--- config.mk ---
export PLATFORM = sky130hd
export DESIGN_NAME = button_click_event_detector
export DESIGN_NICKNAME = d
export VERILOG_FILES = /design/src/sv/bced_pkg.sv /design/src/sv/bced_front.sv /design/src/sv/bced_queue.sv /design/src/sv/bced_back.sv /design/src/sv/button_click_event_detector.sv
export SDC_FILE = /design/constraint.sdc
export NUM_CORES = 1
export LEC_CHECK = 0
export ABC_CLOCK_PERIOD_IN_PS = 11400
export BUFFER_PORTS_ARGS = -buffer_cell sky130_fd_sc_hd__buf_2
export CORE_ASPECT_RATIO = 1.1
export CORE_MARGIN = 2
export CORE_UTILIZATION = 55
export DETAILED_ROUTE_END_ITERATION = 6
export GPL_TIMING_DRIVEN = 0
export PLACE_DENSITY = 0.72
export REMOVE_ABC_BUFFERS = 1
export SLEW_MARGIN = 5
export SYNTH_ARGS = -nofsm -noshare
export SYNTH_HDL_FRONTEND = slang
export SYNTH_HIERARCHICAL = 1
export SYNTH_SLANG_ARGS = --single-unit
--- constraint.sdc ---
create_clock -name clk -period 11.4 [get_ports clk]
set_input_delay 0.57 -clock clk [delete_from_list [all_inputs] [get_ports clk]]
set_output_delay 0.57 -clock clk [all_outputs]
set_load 0.02 [all_outputs]
--- src/sv/bced_pkg.sv ---
// Shared types and constants for the button click event detector.
package bced_pkg;

  // Phase of the press detector
  typedef enum logic [1:0] {
    PH_STANDBY  = 2'd0,
    PH_DEBOUNCE = 2'd1,
    PH_ACTIVE   = 2'd2
  } phase_t;

  // Event codes carried in each result
  typedef enum logic [3:0] {
    EV_NONE   = 4'd0,
    EV_DOWN   = 4'd1,
    EV_HOLD   = 4'd2,
    EV_UP     = 4'd3,
    EV_CLICK  = 4'd4,
    EV_LONG   = 4'd5,
    EV_DOUBLE = 4'd6,
    EV_TRIPLE = 4'd7,
    EV_MULTI  = 4'd8
  } event_t;

  // Configuration register indexes
  localparam int CFG_INDEX_W = 3;
  localparam int CFG_DATA_W  = 16;
  localparam logic [CFG_INDEX_W-1:0] CFG_DEBOUNCE = 3'd0;
  localparam logic [CFG_INDEX_W-1:0] CFG_HOLD     = 3'd1;
  localparam logic [CFG_INDEX_W-1:0] CFG_LONG     = 3'd2;
  localparam logic [CFG_INDEX_W-1:0] CFG_WINDOW   = 3'd3;
  localparam logic [CFG_INDEX_W-1:0] CFG_ENABLED  = 3'd4;

  // Configuration reset values
  localparam logic [15:0] DEBOUNCE_RST = 16'd20;
  localparam logic [15:0] HOLD_RST     = 16'd1000;
  localparam logic [15:0] LONG_RST     = 16'd3000;
  localparam logic [15:0] WINDOW_RST   = 16'd250;

  localparam logic [7:0] CLICK_MAX = 8'd255;

  // Depth of the queue between front and back
  localparam int QUEUE_DEPTH = 4;

  // Input transaction
  typedef struct packed {
    logic        raw_level;
    logic [31:0] now_ms;
  } in_t;

  // Output transaction
  typedef struct packed {
    logic [1:0]  phase;
    logic [3:0]  event_code;
    logic [31:0] press_duration_ms;
    logic [7:0]  click_total;
    logic        last_of_run;
  } out_t;

  // One classified sample, as queued for the back end
  typedef struct packed {
    phase_t      phase;
    event_t      first;
    event_t      second;
    logic [31:0] duration;
    logic [7:0]  count;
  } rec_t;

endpackage

--- src/sv/bced_front.sv ---
// Front end: holds configuration and press state, classifies each sample.
module bced_front (
  input  logic                              clk,
  input  logic                              rst,
  input  logic                              in_valid,
  output logic                              in_stall,
  input  bced_pkg::in_t                     in_data,
  input  logic                              cfg_we,
  input  logic [bced_pkg::CFG_INDEX_W-1:0]  cfg_index,
  input  logic [bced_pkg::CFG_DATA_W-1:0]   cfg_data,
  input  logic                              q_full,
  output logic                              q_push,
  output bced_pkg::rec_t                    q_rec
);

  logic [15:0] debounce_ms;
  logic [15:0] hold_interval_ms;
  logic [15:0] long_click_ms;
  logic [15:0] window_ms;
  logic        enabled;

  bced_pkg::phase_t phase, phase_next;
  logic [31:0] activity_time, activity_time_next;
  logic [31:0] release_time, release_time_next;
  logic [31:0] hold_time, hold_time_next;
  logic [7:0]  click_counter, click_counter_next;
  logic [31:0] active_duration, active_duration_next;
  bced_pkg::event_t first, second;

  logic [31:0] held, since_hold, since_release;
  logic [7:0]  count_inc;

  assign in_stall = q_full;
  assign q_push   = in_valid && !q_full;

  // Elapsed times, all modulo 2^32
  assign held          = in_data.now_ms - activity_time;
  assign since_hold    = in_data.now_ms - hold_time;
  assign since_release = in_data.now_ms - release_time;
  assign count_inc     = (click_counter < bced_pkg::CLICK_MAX) ? click_counter + 8'd1
                                                              : click_counter;

  // Next state and events for one sample
  always_comb begin
    phase_next           = phase;
    activity_time_next   = activity_time;
    release_time_next    = release_time;
    hold_time_next       = hold_time;
    click_counter_next   = click_counter;
    active_duration_next = active_duration;
    first                = bced_pkg::EV_NONE;
    second               = bced_pkg::EV_NONE;
    if (!enabled) begin
      phase_next = bced_pkg::PH_STANDBY;
    end else if (in_data.raw_level) begin
      case (phase)
        bced_pkg::PH_STANDBY: begin
          activity_time_next = in_data.now_ms;
          phase_next         = bced_pkg::PH_DEBOUNCE;
        end
        bced_pkg::PH_DEBOUNCE: begin
          if (held > {16'd0, debounce_ms}) begin
            activity_time_next = in_data.now_ms;
            hold_time_next     = in_data.now_ms;
            phase_next         = bced_pkg::PH_ACTIVE;
            first              = bced_pkg::EV_DOWN;
          end
        end
        bced_pkg::PH_ACTIVE: begin
          active_duration_next = held;
          if (since_hold > {16'd0, hold_interval_ms}) begin
            hold_time_next = in_data.now_ms;
            first          = bced_pkg::EV_HOLD;
          end
        end
        default: ;
      endcase
    end else if (phase == bced_pkg::PH_ACTIVE) begin
      // Release: up event plus click class
      active_duration_next = held;
      first                = bced_pkg::EV_UP;
      phase_next           = bced_pkg::PH_STANDBY;
      if (since_release < {16'd0, window_ms}) begin
        click_counter_next = count_inc;
        if (count_inc == 8'd2)      second = bced_pkg::EV_DOUBLE;
        else if (count_inc == 8'd3) second = bced_pkg::EV_TRIPLE;
        else if (count_inc > 8'd3)  second = bced_pkg::EV_MULTI;
      end else begin
        click_counter_next = 8'd1;
        second = (held > {16'd0, long_click_ms}) ? bced_pkg::EV_LONG : bced_pkg::EV_CLICK;
      end
      release_time_next  = in_data.now_ms;
      activity_time_next = in_data.now_ms;
      hold_time_next     = in_data.now_ms;
    end else begin
      phase_next = bced_pkg::PH_STANDBY;
    end
  end

  // Record pushed to the queue
  always_comb begin
    q_rec.phase    = phase_next;
    q_rec.first    = first;
    q_rec.second   = second;
    q_rec.duration = active_duration_next;
    q_rec.count    = click_counter_next;
  end

  // State and configuration registers
  always_ff @(posedge clk) begin
    if (rst) begin
      phase            <= bced_pkg::PH_STANDBY;
      activity_time    <= '0;
      release_time     <= '0;
      hold_time        <= '0;
      click_counter    <= '0;
      active_duration  <= '0;
      debounce_ms      <= bced_pkg::DEBOUNCE_RST;
      hold_interval_ms <= bced_pkg::HOLD_RST;
      long_click_ms    <= bced_pkg::LONG_RST;
      window_ms        <= bced_pkg::WINDOW_RST;
      enabled          <= 1'b1;
    end else begin
      if (q_push) begin
        phase           <= phase_next;
        activity_time   <= activity_time_next;
        release_time    <= release_time_next;
        hold_time       <= hold_time_next;
        click_counter   <= click_counter_next;
        active_duration <= active_duration_next;
      end
      if (cfg_we) begin
        case (cfg_index)
          bced_pkg::CFG_DEBOUNCE: debounce_ms      <= cfg_data[15:0];
          bced_pkg::CFG_HOLD:     hold_interval_ms <= cfg_data[15:0];
          bced_pkg::CFG_LONG:     long_click_ms    <= cfg_data[15:0];
          bced_pkg::CFG_WINDOW:   window_ms        <= cfg_data[15:0];
          bced_pkg::CFG_ENABLED:  enabled          <= cfg_data[0];
          default: ;
        endcase
      end
    end
  end

endmodule

--- src/sv/bced_queue.sv ---
// Short queue of classified samples between front and back end.
module bced_queue #(
  parameter int DEPTH = bced_pkg::QUEUE_DEPTH
) (
  input  logic           clk,
  input  logic           rst,
  input  logic           push,
  input  bced_pkg::rec_t push_rec,
  input  logic           pop,
  output bced_pkg::rec_t head,
  output logic           full,
  output logic           empty
);

  localparam int PTR_W = (DEPTH > 1) ? $clog2(DEPTH) : 1;
  localparam int CNT_W = $clog2(DEPTH + 1);
  localparam logic [PTR_W-1:0] LAST = PTR_W'(DEPTH - 1);

  bced_pkg::rec_t entries [DEPTH];
  logic [PTR_W-1:0] wr_ptr, rd_ptr;
  logic [CNT_W-1:0] fill;

  assign full  = (fill == CNT_W'(DEPTH));
  assign empty = (fill == '0);
  assign head  = entries[rd_ptr];

  // Storage, no reset needed
  always_ff @(posedge clk) begin
    if (push) entries[wr_ptr] <= push_rec;
  end

  // Pointers and fill level
  always_ff @(posedge clk) begin
    if (rst) begin
      wr_ptr <= '0;
      rd_ptr <= '0;
      fill   <= '0;
    end else begin
      if (push) wr_ptr <= (wr_ptr == LAST) ? '0 : wr_ptr + PTR_W'(1);
      if (pop)  rd_ptr <= (rd_ptr == LAST) ? '0 : rd_ptr + PTR_W'(1);
      if (push && !pop)      fill <= fill + CNT_W'(1);
      else if (pop && !push) fill <= fill - CNT_W'(1);
    end
  end

endmodule

--- src/sv/bced_back.sv ---
// Back end: expands each queued sample into one or two output results.
module bced_back (
  input  logic           clk,
  input  logic           rst,
  input  bced_pkg::rec_t head,
  input  logic           q_empty,
  output logic           q_pop,
  output logic           out_valid,
  input  logic           out_stall,
  output bced_pkg::out_t out_data
);

  logic load;
  logic sub;   // 1: the first result of the head record has gone out
  logic has_second;

  assign load       = !out_valid || !out_stall;
  assign has_second = (head.second != bced_pkg::EV_NONE);
  assign q_pop      = load && !q_empty && (sub || !has_second);

  // Output register
  always_ff @(posedge clk) begin
    if (rst) begin
      out_valid <= 1'b0;
      sub       <= 1'b0;
    end else if (load) begin
      out_valid <= !q_empty;
      if (!q_empty) sub <= !sub && has_second;
    end
  end

  always_ff @(posedge clk) begin
    if (load && !q_empty) begin
      out_data.phase             <= head.phase;
      out_data.press_duration_ms <= head.duration;
      out_data.click_total       <= head.count;
      out_data.event_code        <= sub ? head.second : head.first;
      out_data.last_of_run       <= sub || !has_second;
    end
  end

endmodule

--- src/sv/button_click_event_detector.sv ---
// Top level of the button click event detector.
//
//   channel  direction  handshake             payload
//   in       input      in_valid / in_stall   bced_pkg::in_t  (raw_level, now_ms)
//   out      output     out_valid / out_stall bced_pkg::out_t (phase .. last_of_run)
//   cfg      input      cfg_we                cfg_index, cfg_data
//
// A sample is classified and queued in the cycle it is accepted; a new one
// may follow every cycle while the queue has room.
// The back end sends one result per cycle while out_stall is low: one for most
// samples, two for a release with a click class.
// A stalled output holds its result; the queue absorbs up to QUEUE_DEPTH samples
// before in_stall rises. Synchronous reset restores the default configuration.
module button_click_event_detector #(
  parameter int QUEUE_DEPTH = bced_pkg::QUEUE_DEPTH
) (
  input  logic                              clk,
  input  logic                              rst,
  input  logic                              in_valid,
  output logic                              in_stall,
  input  bced_pkg::in_t                     in_data,
  output logic                              out_valid,
  input  logic                              out_stall,
  output bced_pkg::out_t                    out_data,
  input  logic                              cfg_we,
  input  logic [bced_pkg::CFG_INDEX_W-1:0]  cfg_index,
  input  logic [bced_pkg::CFG_DATA_W-1:0]   cfg_data
);

  logic           q_push, q_pop, q_full, q_empty;
  bced_pkg::rec_t q_rec, q_head;

  bced_front u_front (
    .clk       (clk),
    .rst       (rst),
    .in_valid  (in_valid),
    .in_stall  (in_stall),
    .in_data   (in_data),
    .cfg_we    (cfg_we),
    .cfg_index (cfg_index),
    .cfg_data  (cfg_data),
    .q_full    (q_full),
    .q_push    (q_push),
    .q_rec     (q_rec)
  );

  bced_queue #(
    .DEPTH (QUEUE_DEPTH)
  ) u_queue (
    .clk      (clk),
    .rst      (rst),
    .push     (q_push),
    .push_rec (q_rec),
    .pop      (q_pop),
    .head     (q_head),
    .full     (q_full),
    .empty    (q_empty)
  );

  bced_back u_back (
    .clk       (clk),
    .rst       (rst),
    .head      (q_head),
    .q_empty   (q_empty),
    .q_pop     (q_pop),
    .out_valid (out_valid),
    .out_stall (out_stall),
    .out_data  (out_data)
  );

endmodule
After elaboration in Yosys (flattened, before gate mapping)
Memories as Yosys holds them, arrays and structs flattened. A register that Yosys moved wholly into a read port is not among the register bits.
Index checks and enable logic that the tools add are counted.
{"block": "totals", "regBits": 259, "ram_bits": 200, "out_inout_bits": 49, "word_cells": 125, "n_memories": 1, "inputBits": 57}
{"name": "u_queue.entries", "depth": 4, "width": 50, "rd": 1, "rd_clocked_by_memory_dff": 1, "wr": 1, "line_no": "bced_queue.sv:19", "rtl": "bced_pkg::rec_t entries [DEPTH];"}
{"block": "classes", "reduce_logical": 32, "bitwise_logic": 2, "n_eq_ne": 14, "addsub": 8, "n_lt_le_gt_ge": 6, "mux": 41}
{"operator": "$mux 32", "count": 7}
{"operator": "$pmux 32 s2", "count": 2}
{"operator": "$gt 32x16->1", "count": 3}
{"operator": "$sub 32x32->32", "count": 3}
{"operator": "$mux 4", "count": 10}
{"operator": "$mux 8", "count": 5}
{"operator": "$lt 32x16->1", "count": 1}
{"operator": "$mux 2", "count": 9}
{"operator": "$eq 8x2->1 const B", "count": 2}
{"operator": "$reduce_and 2->1", "count": 6}
{"operator": "$add 8x1->8 const B", "count": 1}
{"operator": "$gt 8x2->1 const B", "count": 1}
{"operator": "$logic_not 1->1", "count": 8}
{"operator": "$lt 8x8->1 const B", "count": 1}
{"operator": "$pmux 4 s2", "count": 1}
{"operator": "$eq 2x2->1 const B", "count": 3}
{"operator": "$eq 3x2->1 const B", "count": 2}
{"operator": "$eq 3x3->1 const B", "count": 2}
{"operator": "$logic_and 1x1->1", "count": 6}
{"operator": "$logic_not 3->1", "count": 2}
{"operator": "$mux 3", "count": 2}
{"operator": "$ne 3x2->1 const B", "count": 2}
{"operator": "$reduce_and 6->1", "count": 1}
{"operator": "$reduce_bool 2->1", "count": 3}
{"operator": "other kinds (14)", "count": 20}

Longest topological paths before layout
Gate-level depths: netlist (run 1).
{"block": "depth", "depth_word": 10, "ltp_mapped": 24, "mapped_depth_nobuf": 22}

Cells and area by module
The synthesis (run 1) kept the hierarchy.
{"module": "bced_front", "instances": 1, "cells_each": 2188, "area_per_inst_um2": 16060.4}
{"module": "bced_queue", "instances": 1, "cells_each": 306, "area_per_inst_um2": 7712.4}
{"module": "bced_back", "instances": 1, "cells_each": 63, "area_per_inst_um2": 1581.5}

Worst setup path before layout (run 1)
OpenSTA, ideal clock, no wires.
{"block": "synth_path", "path_type": "in2reg", "from": "input port in_data[1] (netlist name)", "to": "memory u_queue/entries[0][0] (netlist name), data pin", "stages": 22, "setup_time_ns": 0.286, "path_slack_ns": 6.422, "t_arrival_ns": 4.691, "path_buffers": 1, "path_cell_list": "ha_1 nor2b_1 o31a_1 nor3_1 nor2_1 o21ai_0 nand2b_1 a21o_1 a21oi_1 xnor2_1 ha_1 a21o_1 a21o_1 a21oi_1 o22ai_1 or4_1 or4_1 nor4_1 nand4_1 buf_2 o21ai_0 o21ai_0"}
{"item": "start: declaration", "line_no": "button_click_event_detector.sv:21", "rtl": "input bced_pkg::in_t in_data,"}
{"item": "end: declaration", "line_no": "bced_queue.sv:19"}

==> reports/metrics.cfg, run 1 <==
[status]
status = complete, no violations

[placed_design]
place_hpwl_mm = 45.1
gp_congestion = 0.912
port-buffer-count = 105

[setup_path]
r2r_setup_slack_ns = 4.50
path_depth = 22
cp-end-kind = flop
reg2reg_to = u_queue/entries[1][0]
crit_type = reg -> reg
crit_arrival_ns = 7.16
cp.buffers_inverters = 1
r2r-start = u_front/release_time[1]
cp_top_family = simple AND/OR/NAND/NOR gates
required_ns = 11.66
path_cells = inv_1 > ha_1 > nor2b_1 > o31a_1 > nor3_1 > nor2_1 > o21ai_0 > nand2b_1 > a21o_1 > a21oi_1 > xnor2_1 > ha_1 > a21o_1 > a21o_1 > a21oi_1 > o22ai_1 > or4_1 > or4_1 > nor4_1 > nand4_1 > o21ai_0 > o21ai_0
startpoint = u_front/release_time[1]
critPathSlowestCell = nand4_1
cpPeakStageDelay_ns = 0.87
start_kind = flop
ff2ff_path_depth = 22
crit_fanout = 20

[drt]
finalWirelength_mm = 61.8
drtAntennaViolNets = 0
via_per_inst = 5.94
drt-initial-drc-count = 1236
first_pass_iters = 6
routedWlPerCell_um = 19.2
vias = 19106
drc = 0

[clock_network]
post_cts_buffers = 0
cts_tree = built
clkLatencyLatePin_ns = 0.59
cts_sinks = 461
cts_buffers = 47
clkTransAtPathRegs_ns = 0.06
cts-hold-fix-buffers = 0
cts_root_buf = clkbuf_16
cts_resized = 0
cts_buffer_depth = 3
htree_num_levels = 2

[sta]
setup_viol = 0
period_needed_ns = 6.90
rsz0062_at_grt = false
clock_skew_ns = 0.0197
worst_slew_pin_slew_ns = 1.14
finalHoldViolations = 0
fin_crit_sh = 0.605
fmax_mhz = 145
relSlewSlack = 0.231
fin_tns_setup_ns = 0
slew_violations = 0

[finish]
fin_nets = 2821
syn_to_final_growth_pct = 9.34
drive_gt1_frac = 0.116
post-route-util = 0.609
fillers = 3837

[global_route]
grt_max_degree = 97
grt_pass1_wl_mm = 98.8
track_usage = 0.258
grt_pass1_vias = 18835
gr-total-overflow = 0
antenna_found_initial = 1

[pwr]
p_total_mw = 5.01
ir_drop_mv = 0.124
powerDensity_nw_per_um2 = 181
p_leak_nw = 10.3

[run]
max_cap_viol_count = 0

[synthesis]
synth_top_cell_by_area = edfxtp_1
synthTopCellsByCount = nand2_1, edfxtp_1, a21oi_1
syn_inst = 2557
synth.cell_area_um2 = 25400
async_flop_share = 0
synth.area.top_cells = edfxtp_1, dfxtp_1, ha_1
dominantRegCellSynth = edfxtp_1
synth_edf_count = 247
seq_area_frac_synth = 0.462
synth_cell_types = 92
synth.avg_cell_area_um2 = 9.92
yosysMostFrequentCell = nand2_1
ys_warn_count = 6
synth_top_area_share = 0.293
synth-seq-cells = 461

[die]
std_cell_rows = 82
core_um2 = 45600
ios = 106
die_area_um2 = 47800
fp.dieH_um = 229
die_w_um = 209
initial_core_util = 0.557

[worst_hold_path]
hold_path.class = in -> reg
whs_endpoint = u_front/release_time[0]
min_path_cells = 3
hold_path.startpoint = in_data[0]

==> power breakdown <==
part | internal [mW] | switching (mW) | leakage (nW) | total [mW]
sequential | 2.04 | 0.0908 | 4.07 | 2.13
combinational | 0.535 | 0.864 | 5.50 | 1.40
clock | 0.843 | 0.644 | 0.725 | 1.49
total | 3.42 | 1.60 | 10.3 | 5.01
==> cell families (layout without fill, tap and decap cells) <==
family	after synthesis	count (layout)	synth area share
DFF	461	461	0.462
and+or+nand+nor	794	794	0.141
buffers and inverters	325	396	0.0545
xor gates and xnor gates	59	59	0.0204
AOI/OAI and AO/OA	588	588	0.148
other	1	3	0.000148
muxes	158	158	0.0884
adders and majority gates	171	171	0.0856
==> worst max path at each step <==
| stage | slack (ns) | endpoint |
|---|---|---|
| 2_1_floorplan | 6.00 | u_front/hold_time[0] |
| 3_3_place_gp | 4.23 | u_front/hold_time[1] |
| 3_5_place_dp | 4.11 | u_queue/entries[1][0] |
| 4_1_cts | 4.56 | u_queue/entries[0][0] |
| 5_1_grt | 4.03 | u_queue/entries[2][0] |
| 6_report | 4.50 | u_queue/entries[1][0] |
==> metrics by stage <==
stage	instance area [um^2]	cells	hold WS (ns)	setup WS (ns)
floorplan	24700	2431	0.427	6.00
global placement	26000	3124	0.438	4.23
detailed placement	26200	3132	0.447	4.11
CTS	27700	3217	0.234	4.56
global route	27700	3218	0.267	4.03
finish	27700	3218	0.268	4.50
==> area by class of cell <==
class / count / area [um^2] / share of cell area
tap: 588 / 736 / 0.0265
sequential: 461 / 11700 / 0.422
clock inverter: 17 / 159 / 0.00573
timing repair buffer: 113 / 714 / 0.0258
clock buffer: 68 / 1340 / 0.0482
inverter: 198 / 746 / 0.0269
antenna: 1 / 2.50 / 0.0000903
multi-input combinational: 1772 / 12300 / 0.445
==> flip-flops by register name, indices dropped and copies added (netlist names), named ones only <==
register	count
u_queue/wr_ptr	2
u_front/hold_time	32
u_front/long_click_ms	16
u_front/hold_interval_ms	16
u_back/sub	1
u_front/activity_time	32
u_queue/entries	200
u_front/release_time	32
u_front/click_counter	8
u_front/window_ms	16
u_back/out_data	47
u_front/active_duration	32
u_front/enabled	1
u_queue/rd_ptr	2
u_queue/fill	3
u_front/phase	2
u_front/debounce_ms	16
u_back/out_valid	1
==> per-layer routing <==
metal  GRT usage  wire [um]  vias up
met1       0.329      26300     9166
li1            -          -     9296
met3      0.0321       2890      122
met2       0.452      30600      522
met5           0          0        -
met4      0.0908       2040        0
==> layout by cell type, fill, tap and decap left out, types with 8 or more instances in the layout <==
cell / netlist / routed
a21oi_1: 233 / 232
o22ai_1: 9 / 9
dfxtp_1: 214 / 212
mux2i_1: 80 / 80
and2_1: 12 / 8
xnor2_1: 35 / 35
and4_1: 9 / 9
xor2_1: 24 / 24
inv_1: 197 / 195
ha_1: 167 / 167
o31ai_1: 9 / 9
o211ai_1: 34 / 34
edfxtp_1: 247 / 247
nor2b_1: 16 / 16
mux4_2: 50 / 50
or2_2: 9 / 9
nor4_1: 15 / 15
a31oi_1: 10 / 10
o21ai_0: 87 / 87
or3_1: 15 / 15
o21a_1: 28 / 28
clkbuf_1: 84 / 14
nor3_1: 43 / 43
nor2_1: 117 / 115
a211oi_1: 22 / 22
nand4_1: 42 / 42
a21o_1: 48 / 48
buf_2: 23 / 104
nand3_1: 36 / 36
o21bai_1: 10 / 10
mux2_2: 28 / 28
nand2_1: 435 / 433
and3_1: 8 / 8
clkinv_2: 0 / 8
clkbuf_16: 0 / 48
==> worst min-delay path: cells and delay by family <==
family / cells / cell delay (ns)
buffers and inverters: 1 / 0.12
AO/OA/AOI/OAI: 1 / 0.05
AND/OR/NAND/NOR: 1 / 0.06
Note: power is estimated with default switching activity, not from simulation.
==> inputs of run 2 (changes only) <==
--- a/config.mk
+++ b/config.mk
@@ -5,14 +5,15 @@
 export SDC_FILE = /design/constraint.sdc
 export NUM_CORES = 1
 export LEC_CHECK = 0
-export ABC_CLOCK_PERIOD_IN_PS = 11400
+export ABC_AREA = 1
+export ABC_CLOCK_PERIOD_IN_PS = 5900
 export BUFFER_PORTS_ARGS = -buffer_cell sky130_fd_sc_hd__buf_2
 export CORE_ASPECT_RATIO = 1.1
 export CORE_MARGIN = 2
 export CORE_UTILIZATION = 55
 export DETAILED_ROUTE_END_ITERATION = 6
 export GPL_TIMING_DRIVEN = 0
-export PLACE_DENSITY = 0.72
+export PLACE_DENSITY = 0.75
 export REMOVE_ABC_BUFFERS = 1
 export SLEW_MARGIN = 5
 export SYNTH_ARGS = -nofsm -noshare
==> constraint.sdc (replaced) <==
create_clock -name clk -period 5.9 [get_ports clk]
set_input_delay 0.295 -clock clk [delete_from_list [all_inputs] [get_ports clk]]
set_output_delay 0.295 -clock clk [all_outputs]
set_load 0.02 [all_outputs]
==> run 2 against run 1 <==
Largest power group unchanged. Largest cell class unchanged. Final cell count is 31% higher. Synthesized cell count is 36% higher. Design area is 5.0% higher. Register-to-register slack worse by 3.4 ns. Via count is 18% higher. Combinational power grew to 2.8 times the previous value.
==> reports/metrics.cfg, run 2 <==
[setup_path]
start_kind = primary input
required_ns = 6.41
cp-end-kind = flop
cp_top_family = simple AND/OR/NAND/NOR gates
critPathSlowestCell = nand4_1
crit_arrival_ns = 5.76
startpoint = in_data[0]
crit_type = in -> reg
crit_fanout = 16
r2r-start = u_front/hold_time[0]
cp.buffers_inverters = 4
cpPeakStageDelay_ns = 0.70

[clock_network]
cts_sinks = 461
cts_buffer_depth = 3
cts_root_buf = clkbuf_16
post_cts_buffers = 0
htree_num_levels = 2
clkLatencyLatePin_ns = 0.57
clkTransAtPathRegs_ns = 0.07
cts_buffers = 46
cts_tree = built

[global_route]
grt_use_met3 = 0.0236
grt.busiest_layer = met2
gr-total-overflow = 0
grt_pass1_wl_mm = 103
antenna_found_initial = 1
grt_max_degree = 135
track_usage = 0.261
met1_usage = 0.329
grt_pass1_vias = 20740
use_met2 = 0.458

[finish]
largest_register = u_queue/entries
largest_reg_flops = 200
largest_registers = u_queue/entries: 200 flops, u_back/out_data: 47 flops
final_common_cell = nand2_1
drive_gt1_frac = 0.0668
fin_nets = 3770
layout_common_cells = nand2_1, inv_1, nor2_1
finalNonFillerCells = 4226
syn_to_final_growth_pct = 9.93

[sta]
slew_violations = 0
fin_tns_setup_ns = 0
period_needed_ns = 5.25
clock_skew_ns = 0.0199
fmax_mhz = 191
finalHoldViolations = 0
rsz0062_at_grt = false
fin_crit_sh = 0.889
relSlewSlack = 0.201
worst_slew_pin_slew_ns = 1.20
setup_viol = 0
whs_ns = 0.0213

[drt]
drtAntennaViolNets = 0
vias = 22532
finalWirelength_mm = 65.8
routedWlPerCell_um = 15.6
first_pass_iters = 6
drc = 0
via_per_inst = 5.33
drt-initial-drc-count = 1775

[pwr]
ir_drop_mv = 0.268
p_leak_nw = 13.2
powerDensity_nw_per_um2 = 385

[synthesis]
synth_cell_types = 47
synth_top_cell_by_area = edfxtp_1
synth.avg_cell_area_um2 = 7.61
synth_top_area_share = 0.280
ys_warn_count = 6
yosysMostFrequentCell = nand2_1
synth_edf_count = 247
synth-seq-cells = 461
async_flop_share = 0
seq_area_frac_synth = 0.442
synthTopCellsByCount = nand2_1, inv_1, nor2_1
syn_inst = 3481
synth.cell_area_um2 = 26500
synth.area.top_cells = edfxtp_1, dfxtp_1, nand2_1
dominantRegCellSynth = edfxtp_1

[placed_design]
place_hpwl_mm = 48.6
port-buffer-count = 105
dp.cells = 4136
gp_congestion = 0.954

[die]
std_cell_rows = 84
core_um2 = 47700
die_w_um = 213
ios = 106
initial_core_util = 0.555
die_area_um2 = 49900
fp.dieH_um = 234

[status]
status = complete, no violations

[worst_hold_path]
hold_path.startpoint = cfg_data[9]
hold_path.class = in -> reg

[run]
max_cap_viol_count = 0

==> run 2: stage by stage <==
| step | utilization | setup WS (ns) | instance area [um^2] | total power, mW |
|---|---|---|---|---|
| after floorplan | - | 0.163 | 25900 | 7.06 |
| after global placement | 0.571 | -2.44 | 27300 | 8.14 |
| after detailed placement | 0.577 | 0.461 | 27500 | 8.28 |
| after CTS | 0.609 | 0.396 | 29100 | 11.2 |
| after global routing | 0.610 | 0.276 | 29100 | 11.9 |
| final | 0.610 | 0.653 | 29100 | 11.2 |
==> run 2: cell type report <==
class | count | area [um^2]
clock buffers | 61 | 1310
flip-flops and latches | 461 | 11700
repair buffers | 118 | 781
diodes | 2 | 5.00
well taps | 645 | 807
clock inverters | 24 | 236
inverters | 547 | 2070
fillers | 4406 | 18600
multi-input cells | 2368 | 12200
==> run 2: layer usage <==
| metal | up-vias | routed length [um] | share of wire |
|---|---|---|---|
| met1 | 10273 | 27800 | 0.42 |
| met4 | 0 | 2740 | 0.042 |
| li1 | 11491 | - | - |
| met2 | 598 | 32100 | 0.49 |
| met5 | - | 0 | 0 |
| met3 | 170 | 3130 | 0.048 |
==> run 2: final timing paths <==
check / to / slack [ns] / depth (start not counted)
setup / recovery: u_front/hold_time[21] / 0.65 / 25
hold / removal: u_front/long_click_ms[9] / 0.02 / 3
setup reg to reg: u_front/hold_time[21] / 1.05 / 22
hold reg to reg: u_front/hold_interval_ms[10] / 0.46 / 2
==> run 2: logic make-up after synthesis <==
family	count (synthesis)	synth area share
simple gates	1510	0.233
buf+inv	654	0.0990
compound gates	632	0.127
flops	461	0.442
fa+ha+maj	171	0.0819
xor+xnor	52	0.0172
other cells	1	0.000142
==> run 2: what timing repair did <==
item	in CTS	in global routing
endpoints found under the hold margin	2	0
gates resized for setup	0	1
hold buffers	2	0
setup endpoints to repair	0	24
==> run 2: power breakdown <==
group	leakage, nW	internal, mW	total [mW]	switching [mW]
clock	0.754	1.71	2.95	1.24
combinational	8.37	1.25	3.94	2.70
sequential	4.08	4.13	4.30	0.171
total	13.2	7.09	11.2	4.11
==> run 2: tightest hold or removal path, cell delays in order <==
cell and delay (ns):
buf_2 0.13, nand2_1 0.06, o211ai_1 0.07
